--- config.mk ---
export PLATFORM = sky130hd
export DESIGN_NAME = imu_frame_packer_crc16_core
export DESIGN_NICKNAME = d
export VERILOG_FILES = /design/src/rtl/core/ifpc_pkg.sv /design/src/rtl/core/imu_frame_packer_crc16_core.sv /design/src/rtl/core/ifpc_seq.sv /design/src/rtl/core/ifpc_dp.sv
export SDC_FILE = /design/constraint.sdc
export NUM_CORES = 1
export LEC_CHECK = 0
export ABC_CLOCK_PERIOD_IN_PS = 5200
export BUFFER_PORTS_ARGS = -buffer_cell sky130_fd_sc_hd__buf_4
export CORE_MARGIN = 2
export CORE_UTILIZATION = 45
export CTS_BUF_LIST = sky130_fd_sc_hd__clkbuf_4 sky130_fd_sc_hd__clkbuf_8
export DETAILED_ROUTE_END_ITERATION = 10
export PLACE_DENSITY = 0.67
export SLEW_MARGIN = 15
export SYNTH_ARGS = -nofsm -noshare
export SYNTH_HDL_FRONTEND = slang
export SYNTH_HIERARCHICAL = 1
export SYNTH_SLANG_ARGS = --single-unit
--- constraint.sdc ---
create_clock -name aclk -period 5.2 [get_ports aclk]
set_input_delay 1.56 -clock aclk [delete_from_list [all_inputs] [get_ports aclk]]
set_output_delay 1.56 -clock aclk [all_outputs]
set_load 0.02 [all_outputs]
--- src/rtl/core/ifpc_pkg.sv ---
`default_nettype none

package ifpc_pkg;

    // Frame constants
    localparam logic [15:0] CRC_INIT  = 16'hFFFF;
    localparam logic [15:0] CRC_POLY  = 16'hA001;
    localparam logic [7:0]  HDR_BYTE0 = 8'hA5;
    localparam logic [7:0]  HDR_BYTE1 = 8'h5A;
    localparam logic [7:0]  TAIL_BYTE = 8'hFF;

    // Program geometry
    localparam int STEP_W     = 3;

    // Byte source for the current step
    typedef enum logic [2:0] {
        SEL_HDR0  = 3'd0,
        SEL_HDR1  = 3'd1,
        SEL_CHIDX = 3'd2,
        SEL_DATA  = 3'd3,
        SEL_CRCHI = 3'd4,
        SEL_CRCLO = 3'd5,
        SEL_TAIL  = 3'd6
    } sel_t;

    // Jump conditions
    typedef enum logic [1:0] {
        COND_NONE     = 2'd0,
        COND_CNT_ZERO = 2'd1,
        COND_K_NOT2   = 2'd2,
        COND_MORE_CH  = 2'd3
    } cond_t;

    // Program step labels
    localparam logic [STEP_W-1:0] ST_HDR0  = 3'd0;
    localparam logic [STEP_W-1:0] ST_HDR1  = 3'd1;
    localparam logic [STEP_W-1:0] ST_CHIDX = 3'd2;
    localparam logic [STEP_W-1:0] ST_DATA  = 3'd3;
    localparam logic [STEP_W-1:0] ST_DATA3 = 3'd4;
    localparam logic [STEP_W-1:0] ST_CRCHI = 3'd5;
    localparam logic [STEP_W-1:0] ST_CRCLO = 3'd6;
    localparam logic [STEP_W-1:0] ST_TAIL  = 3'd7;

    // One control word
    typedef struct packed {
        sel_t              sel;
        logic              crc_en;
        logic              last;
        cond_t             cond;
        logic [STEP_W-1:0] target;
        logic              done;
    } ctrl_t;

    // Datapath status seen by the sequencer
    typedef struct packed {
        logic cnt_zero;
        logic k_not2;
        logic more_ch;
    } dp_stat_t;

    // Microprogram ROM
    function automatic ctrl_t prog_word(input logic [STEP_W-1:0] step);
        ctrl_t w;
        w = '{sel: SEL_TAIL, crc_en: 1'b0, last: 1'b0, cond: COND_NONE,
              target: ST_HDR0, done: 1'b0};
        case (step)
            ST_HDR0: begin
                w.sel = SEL_HDR0;  w.crc_en = 1'b1;
            end
            ST_HDR1: begin
                w.sel = SEL_HDR1;  w.crc_en = 1'b1;
                w.cond = COND_CNT_ZERO; w.target = ST_CRCHI;
            end
            ST_CHIDX: begin
                w.sel = SEL_CHIDX; w.crc_en = 1'b1;
            end
            ST_DATA: begin
                w.sel = SEL_DATA;  w.crc_en = 1'b1;
                w.cond = COND_K_NOT2; w.target = ST_DATA;
            end
            ST_DATA3: begin
                w.sel = SEL_DATA;  w.crc_en = 1'b1;
                w.cond = COND_MORE_CH; w.target = ST_CHIDX;
            end
            ST_CRCHI: w.sel = SEL_CRCHI;
            ST_CRCLO: w.sel = SEL_CRCLO;
            ST_TAIL: begin
                w.sel = SEL_TAIL;  w.last = 1'b1; w.done = 1'b1;
            end
            default: w.done = 1'b1;
        endcase
        return w;
    endfunction

    // CRC-16/MODBUS update by one byte, reflected
    function automatic logic [15:0] crc16_byte(input logic [15:0] crc,
                                               input logic [7:0]  b);
        logic [15:0] c;
        c = crc ^ {8'h00, b};
        for (int i = 0; i < 8; i++) begin
            c = c[0] ? ((c >> 1) ^ CRC_POLY) : (c >> 1);
        end
        return c;
    endfunction

endpackage

`default_nettype wire

--- src/rtl/core/imu_frame_packer_crc16_core.sv ---
// Channel  Dir  Transaction  Payload
// s_       in   frame req    tdata[1:0] count, [33:2] pitch, [65:34] yaw, [97:66] roll
// m_       out  frame byte   tdata[7:0] byte, tlast on trailing FF
//
// A frame of 5 + 5*count bytes leaves at one byte per cycle while m_tready does
// not stall it; the microprogram steps once per byte, the header, index and data
// steps also folding the byte into the CRC. A request is taken only when the
// sequencer is idle, once the previous frame's tail byte is in the output register.
// Reset (aresetn low, synchronous) clears the sequencer and the output valid.
// A stall on m_tready holds the output byte and freezes the program step.
`default_nettype none

module imu_frame_packer_crc16_core
    import ifpc_pkg::*;
(
    input  wire logic         aclk,
    input  wire logic         aresetn,
    input  wire logic         s_tvalid,
    output logic              s_tready,
    input  wire logic [103:0] s_tdata,   // count[1:0], pitch, yaw, roll, zero pad
    output logic              m_tvalid,
    input  wire logic         m_tready,
    output logic [7:0]        m_tdata,   // frame_byte[7:0]
    output logic              m_tlast
);

    ctrl_t    ctrl;
    dp_stat_t stat;
    logic     fire;
    logic     idle;
    logic     out_free;
    logic     start;

    assign s_tready = idle;
    assign start    = s_tvalid && idle;

    // Microprogram sequencer
    ifpc_seq u_seq (
        .aclk     (aclk),
        .aresetn  (aresetn),
        .start    (start),
        .out_free (out_free),
        .stat     (stat),
        .ctrl     (ctrl),
        .fire     (fire),
        .idle     (idle)
    );

    // Byte datapath with CRC and output register
    ifpc_dp u_dp (
        .aclk          (aclk),
        .aresetn       (aresetn),
        .load          (start),
        .channel_count (s_tdata[1:0]),
        .pitch_bits    (s_tdata[33:2]),
        .yaw_bits      (s_tdata[65:34]),
        .roll_bits     (s_tdata[97:66]),
        .fire          (fire),
        .ctrl          (ctrl),
        .m_tready      (m_tready),
        .m_tvalid      (m_tvalid),
        .m_tdata       (m_tdata),
        .m_tlast       (m_tlast),
        .out_free      (out_free),
        .stat          (stat)
    );

endmodule

`default_nettype wire

--- src/rtl/core/ifpc_seq.sv ---
`default_nettype none

module ifpc_seq
    import ifpc_pkg::*;
(
    input  wire logic     aclk,
    input  wire logic     aresetn,
    input  wire logic     start,
    input  wire logic     out_free,
    input  wire dp_stat_t stat,
    output ctrl_t         ctrl,
    output logic          fire,
    output logic          idle
);

    logic              busy_reg, busy_next;
    logic [STEP_W-1:0] step_reg, step_next;
    logic              take_jump;

    // Fetch
    assign ctrl = prog_word(step_reg);
    assign fire = busy_reg && out_free;
    assign idle = !busy_reg;

    // Condition evaluation
    always_comb begin
        case (ctrl.cond)
            COND_NONE:     take_jump = 1'b0;
            COND_CNT_ZERO: take_jump = stat.cnt_zero;
            COND_K_NOT2:   take_jump = stat.k_not2;
            COND_MORE_CH:  take_jump = stat.more_ch;
            default:       take_jump = 1'b0;
        endcase
    end

    // Step counter and busy flag
    always_comb begin
        busy_next = busy_reg;
        step_next = step_reg;
        if (start) begin
            busy_next = 1'b1;
            step_next = ST_HDR0;
        end else if (fire) begin
            if (ctrl.done) begin
                busy_next = 1'b0;
                step_next = ST_HDR0;
            end else if (take_jump) begin
                step_next = ctrl.target;
            end else begin
                step_next = step_reg + 1'b1;
            end
        end
    end

    always_ff @(posedge aclk) begin
        if (!aresetn) begin
            busy_reg <= 1'b0;
            step_reg <= ST_HDR0;
        end else begin
            busy_reg <= busy_next;
            step_reg <= step_next;
        end
    end

endmodule

`default_nettype wire

--- src/rtl/core/ifpc_dp.sv ---
`default_nettype none

module ifpc_dp
    import ifpc_pkg::*;
(
    input  wire logic        aclk,
    input  wire logic        aresetn,
    input  wire logic        load,
    input  wire logic [1:0]  channel_count,
    input  wire logic [31:0] pitch_bits,
    input  wire logic [31:0] yaw_bits,
    input  wire logic [31:0] roll_bits,
    input  wire logic        fire,
    input  wire ctrl_t       ctrl,
    input  wire logic        m_tready,
    output logic             m_tvalid,
    output logic [7:0]       m_tdata,
    output logic             m_tlast,
    output logic             out_free,
    output dp_stat_t         stat
);

    logic [31:0] pitch_reg, yaw_reg, roll_reg;
    logic [1:0]  count_reg;
    logic [1:0]  ch_reg, ch_next;
    logic [1:0]  k_reg, k_next;
    logic [15:0] crc_reg, crc_next;
    logic        valid_reg, valid_next;
    logic [7:0]  data_reg;
    logic        last_reg;
    logic [31:0] word;
    logic [7:0]  cur_byte;

    assign out_free = !valid_reg || m_tready;

    // Status for jumps
    assign stat.cnt_zero = (count_reg == 2'd0);
    assign stat.k_not2   = (k_reg != 2'd2);
    assign stat.more_ch  = ((ch_reg + 2'd1) != count_reg);

    // Byte select
    always_comb begin
        case (ch_reg)
            2'd0:    word = pitch_reg;
            2'd1:    word = yaw_reg;
            default: word = roll_reg;
        endcase
        case (ctrl.sel)
            SEL_HDR0:  cur_byte = HDR_BYTE0;
            SEL_HDR1:  cur_byte = HDR_BYTE1;
            SEL_CHIDX: cur_byte = {6'd0, ch_reg};
            SEL_DATA:  cur_byte = word[{k_reg, 3'b000} +: 8];
            SEL_CRCHI: cur_byte = crc_reg[15:8];
            SEL_CRCLO: cur_byte = crc_reg[7:0];
            SEL_TAIL:  cur_byte = TAIL_BYTE;
            default:   cur_byte = TAIL_BYTE;
        endcase
    end

    // Counters and CRC
    always_comb begin
        ch_next  = ch_reg;
        k_next   = k_reg;
        crc_next = crc_reg;
        if (load) begin
            ch_next  = 2'd0;
            k_next   = 2'd0;
            crc_next = CRC_INIT;
        end else if (fire) begin
            if (ctrl.crc_en) crc_next = crc16_byte(crc_reg, cur_byte);
            if (ctrl.sel == SEL_CHIDX) k_next = 2'd0;
            if (ctrl.sel == SEL_DATA) begin
                k_next = k_reg + 2'd1;
                if (k_reg == 2'd3) ch_next = ch_reg + 2'd1;
            end
        end
    end

    // Output register valid
    always_comb begin
        valid_next = valid_reg;
        if (fire)          valid_next = 1'b1;
        else if (m_tready) valid_next = 1'b0;
    end

    always_ff @(posedge aclk) begin
        if (!aresetn) begin
            valid_reg <= 1'b0;
            ch_reg    <= 2'd0;
            k_reg     <= 2'd0;
        end else begin
            valid_reg <= valid_next;
            ch_reg    <= ch_next;
            k_reg     <= k_next;
        end
    end

    // Payload, CRC and output byte registers
    always_ff @(posedge aclk) begin
        crc_reg <= crc_next;
        if (load) begin
            count_reg <= channel_count;
            pitch_reg <= pitch_bits;
            yaw_reg   <= yaw_bits;
            roll_reg  <= roll_bits;
        end
        if (fire) begin
            data_reg <= cur_byte;
            last_reg <= ctrl.last;
        end
    end

    assign m_tvalid = valid_reg;
    assign m_tdata  = data_reg;
    assign m_tlast  = last_reg;

endmodule

`default_nettype wire

==> metrics.md <==
| Metric | Value |
|---|---|
| Outcome | `finished clean` |
| Maximum number of buffers from clock root to sink | `2` |
| Total vias in the final route | `between 4,000 and 5,000` |
| Total I/O pin count | `119` |
| Worst setup slack for register-to-register paths | `1.10 ns` |
| Post-route DRC | `0` |
| Number of instances in the synthesized netlist | `455` |
| Clock tree skew after final layout | `0.00759 ns` |
| Power share of the combinational group | `0.164` |
| Setup repair after global routing missed its margin | `no` |
| Number of buffers added for setup after CTS | `0` |
| Worst slack after detailed placement | `roughly 1.2 ns` |
| Data arrival at the endpoint of the critical path | `4.46 ns` |
| DP Wirelength | `9.44 mm` |
| Clk sink count | `132` |
| Fmax achieved | `244 MHz` |
| FILL cells | `1,064` |
| Worst Path Required | `5.56 ns` |
| Number of antenna-violating nets in the routed design | `0` |
| Worst-case hold slack | `0.502 ns` |
| Leakage dissipation | `2.82 nW` |
| Launching point of the worst reg2reg path | `u_seq/step_reg[1]` |
| Pin count of the biggest net entering global routing | `76` |
| # H-tree levels | `4` |
| Worst-path cell chain | `inv_1 > ha_1 > or2b_2 > nand3_1 > buf_4 > nand2_1 > nor2_1 > buf_4 > o21ai_1 > or4_1 > o211a_1 > xnor2_1 > xnor3_2 > xor3_1 > o21ai_1` |
| Power density over cell area | `352 mW/mm²` |
| Overall die width | `between 100 and 150 µm` |
| Post-layout net count | `688` |
| First drt pass iteration count | `5` |
| CTS Buf Count | `17` |
| Global router's overall resource usage | `0.204` |
| Switching power of the nets | `0.689 mW` |
| CTS Root Cell | `clkbuf_8` |
| Clock latency at the later pin of the worst-skew pair | `roughly 0.45 ns` |
| Longest individual stage delay on the worst path | `0.55 ns` |
| Period utilization | `0.788` |
| Overall die height | `119 µm` |
| Sort of element at the end of the critical path | `register` |
| Count of final hold-check violations | `0` |
| Kind of start point of the critical path | `register` |
| CP max FO | `20` |
| Internal | `~1.9 mW` |
| Setup crit start | `u_seq/step_reg[1]` |
| Wirelength per Cell | `18.1 µm` |
| Synth warnings | `6` |
| Transition time of the tightest slew-check pin | `0.920 ns` |
| Reported max-cap violation count | `0` |
| Clk network pwr share | `0.338` |
| Hold Path Cell Cnt | `1` |
| Setup slack of the critical path after layout | `about 1.1 ns` |
| Post-Synthesis Net Count | `roughly 570` |
| Depth of the worst register-to-register path | `15` |
| Full die area | `0.0142 mm²` |
| Critical Path Sink | `u_dp/crc_reg[0]` |
| Clock tree from TritonCTS | `built` |
| Number of buffer cells added on primary ports | `about 110` |
| Antenna cell count | `0` |
| Final global-route overflow total | `0` |
| Area growth from synthesis to final layout | `23.3%` |
| Crit path time final | `4.10 ns` |
| Post-CTS Resized | `0` |
| Total negative slack for setup checks | `0 ns` |
| Slowest CP cell | `or4_1` |
| Type of the worst min-delay path | `register to register` |
| Avg Synthesized Cell Area | `13.1 µm²` |
| Crit Path Category | `register to register` |
| Fraction of power spent switching nets | `0.266` |
| Mapped cell area | `0.00597 mm²` |
| Core outline area | `0.0131 mm²` |
| Worst VDD drop | `0.192 mV` |
| Vias per Instance | `approximately 5.6` |
| Count of hold buffers inserted by post-cts repair | `0` |
| R2r endpoint | `u_dp/crc_reg[0]` |
| Max-Slew Margin vs Limit | `0.385` |
| Number of global-route vias before repair | `4,225` |
| Sequential fraction of design power | `0.498` |
| Aggregate routed wire length | `13.7 mm` |
| Worst-path clk slew | `0.08 ns` |
| Share of cells above drive strength 1 | `0.309` |
| First-pass GRT wire length | `22.0 mm` |
| Total count of max-transition violations in the final report | `0` |
| Final Setup Violations | `0` |
| Initial drt markers | `276` |
| Routability cong. | `roughly 0.83` |
| Antenna violations before repair | `0` |
| Row cnt | `42` |
| Initial core utilization | `0.456` |
per-layer routing:
layer | global-route usage | share of wire
met1 | 0.266 | 0.44
met2 | 0.331 | 0.49
met3 | 0.0541 | 0.061
met4 | 0.0692 | 0.011
met5 | 0 | 0
metrics by stage:
| stage | instances | utilization | cell area, µm² | power, mW |
|---|---|---|---|---|
| 5_1_grt | 758 | 0.562 | 7360 | 2.71 |
| 3_5_place_dp | 726 | 0.531 | 6950 | 1.74 |
| 4_1_cts | 758 | 0.562 | 7360 | 2.61 |
| 2_1_floorplan | 455 | - | 5970 | 1.60 |
| 6_report | 758 | 0.562 | 7360 | 2.59 |
| 3_3_place_gp | 726 | 0.531 | 6950 | 1.73 |
cell usage in the layout (no fill, tap or decap), types with 4 or more instances in the layout:
cell type and instances:
buf_4 119, a21oi_1 27, o21ai_0 14, mux2i_1 9
nand2_1 25, nor2_1 29, nor3_1 7, a221o_2 12
nand3_1 7, clkbuf_8 17, xnor2_1 6, nand2b_1 11
and3_1 7, o22ai_1 6, nor4_1 5, a211oi_1 4
inv_6 6, dfxtp_1 25, ha_1 11, clkinvlp_4 4
o211ai_1 9, a211o_1 9, xor2_1 8, inv_1 16
edfxtp_1 107, a221o_1 15, or3_1 4
worst max-delay path, delay by kind of cell (launching register included):
kind                     cells  cell delay, ns
AO/OA/AOI/OAI                3            0.51
XOR/XNOR                     3            1.03
adder cells (fa/ha/maj)      1            0.24
buffers and inverters        3            0.57
flip-flops                   1            0.37
AND/OR/NAND/NOR              5            1.29
cell type report:
| type | count | area [µm²] | share of cell area |
|---|---|---|---|
| sequential | 132 | 3710 | 0.505 |
| multi-input combinational | 282 | 2050 | 0.278 |
| timing repair buffer | 120 | 913 | 0.124 |
| clock buffer | 17 | 234 | 0.0318 |
| tap | 176 | 220 | 0.0299 |
| clock inverter | 15 | 171 | 0.0233 |
| inverter | 16 | 60.1 | 0.00816 |
power by group through the flow:
stage          Combinational (mW)  Clock [mW]  Sequential, mW
3_3_place_gp                0.417           0            1.31
6_report                    0.424       0.876            1.29
5_1_grt                     0.470       0.941            1.30
4_1_cts                     0.425       0.894            1.29
2_1_floorplan               0.289           0            1.31
3_5_place_dp                0.423           0            1.31
how the worst min path moves through the flow:
stage | to | slack, ns | start
final | u_dp/crc_reg[8] | 0.50 | u_dp/crc_reg[8]
after global routing | u_dp/crc_reg[9] | 0.54 | u_dp/crc_reg[9]
after CTS | u_dp/crc_reg[8] | 0.51 | u_dp/crc_reg[8]
after detailed placement | u_dp/crc_reg[9] | 0.48 | u_dp/crc_reg[9]
after global placement | u_dp/crc_reg[9] | 0.46 | u_dp/crc_reg[9]
after floorplan | u_dp/crc_reg[9] | 0.45 | u_dp/crc_reg[9]
(Power assumes the default switching activity.)
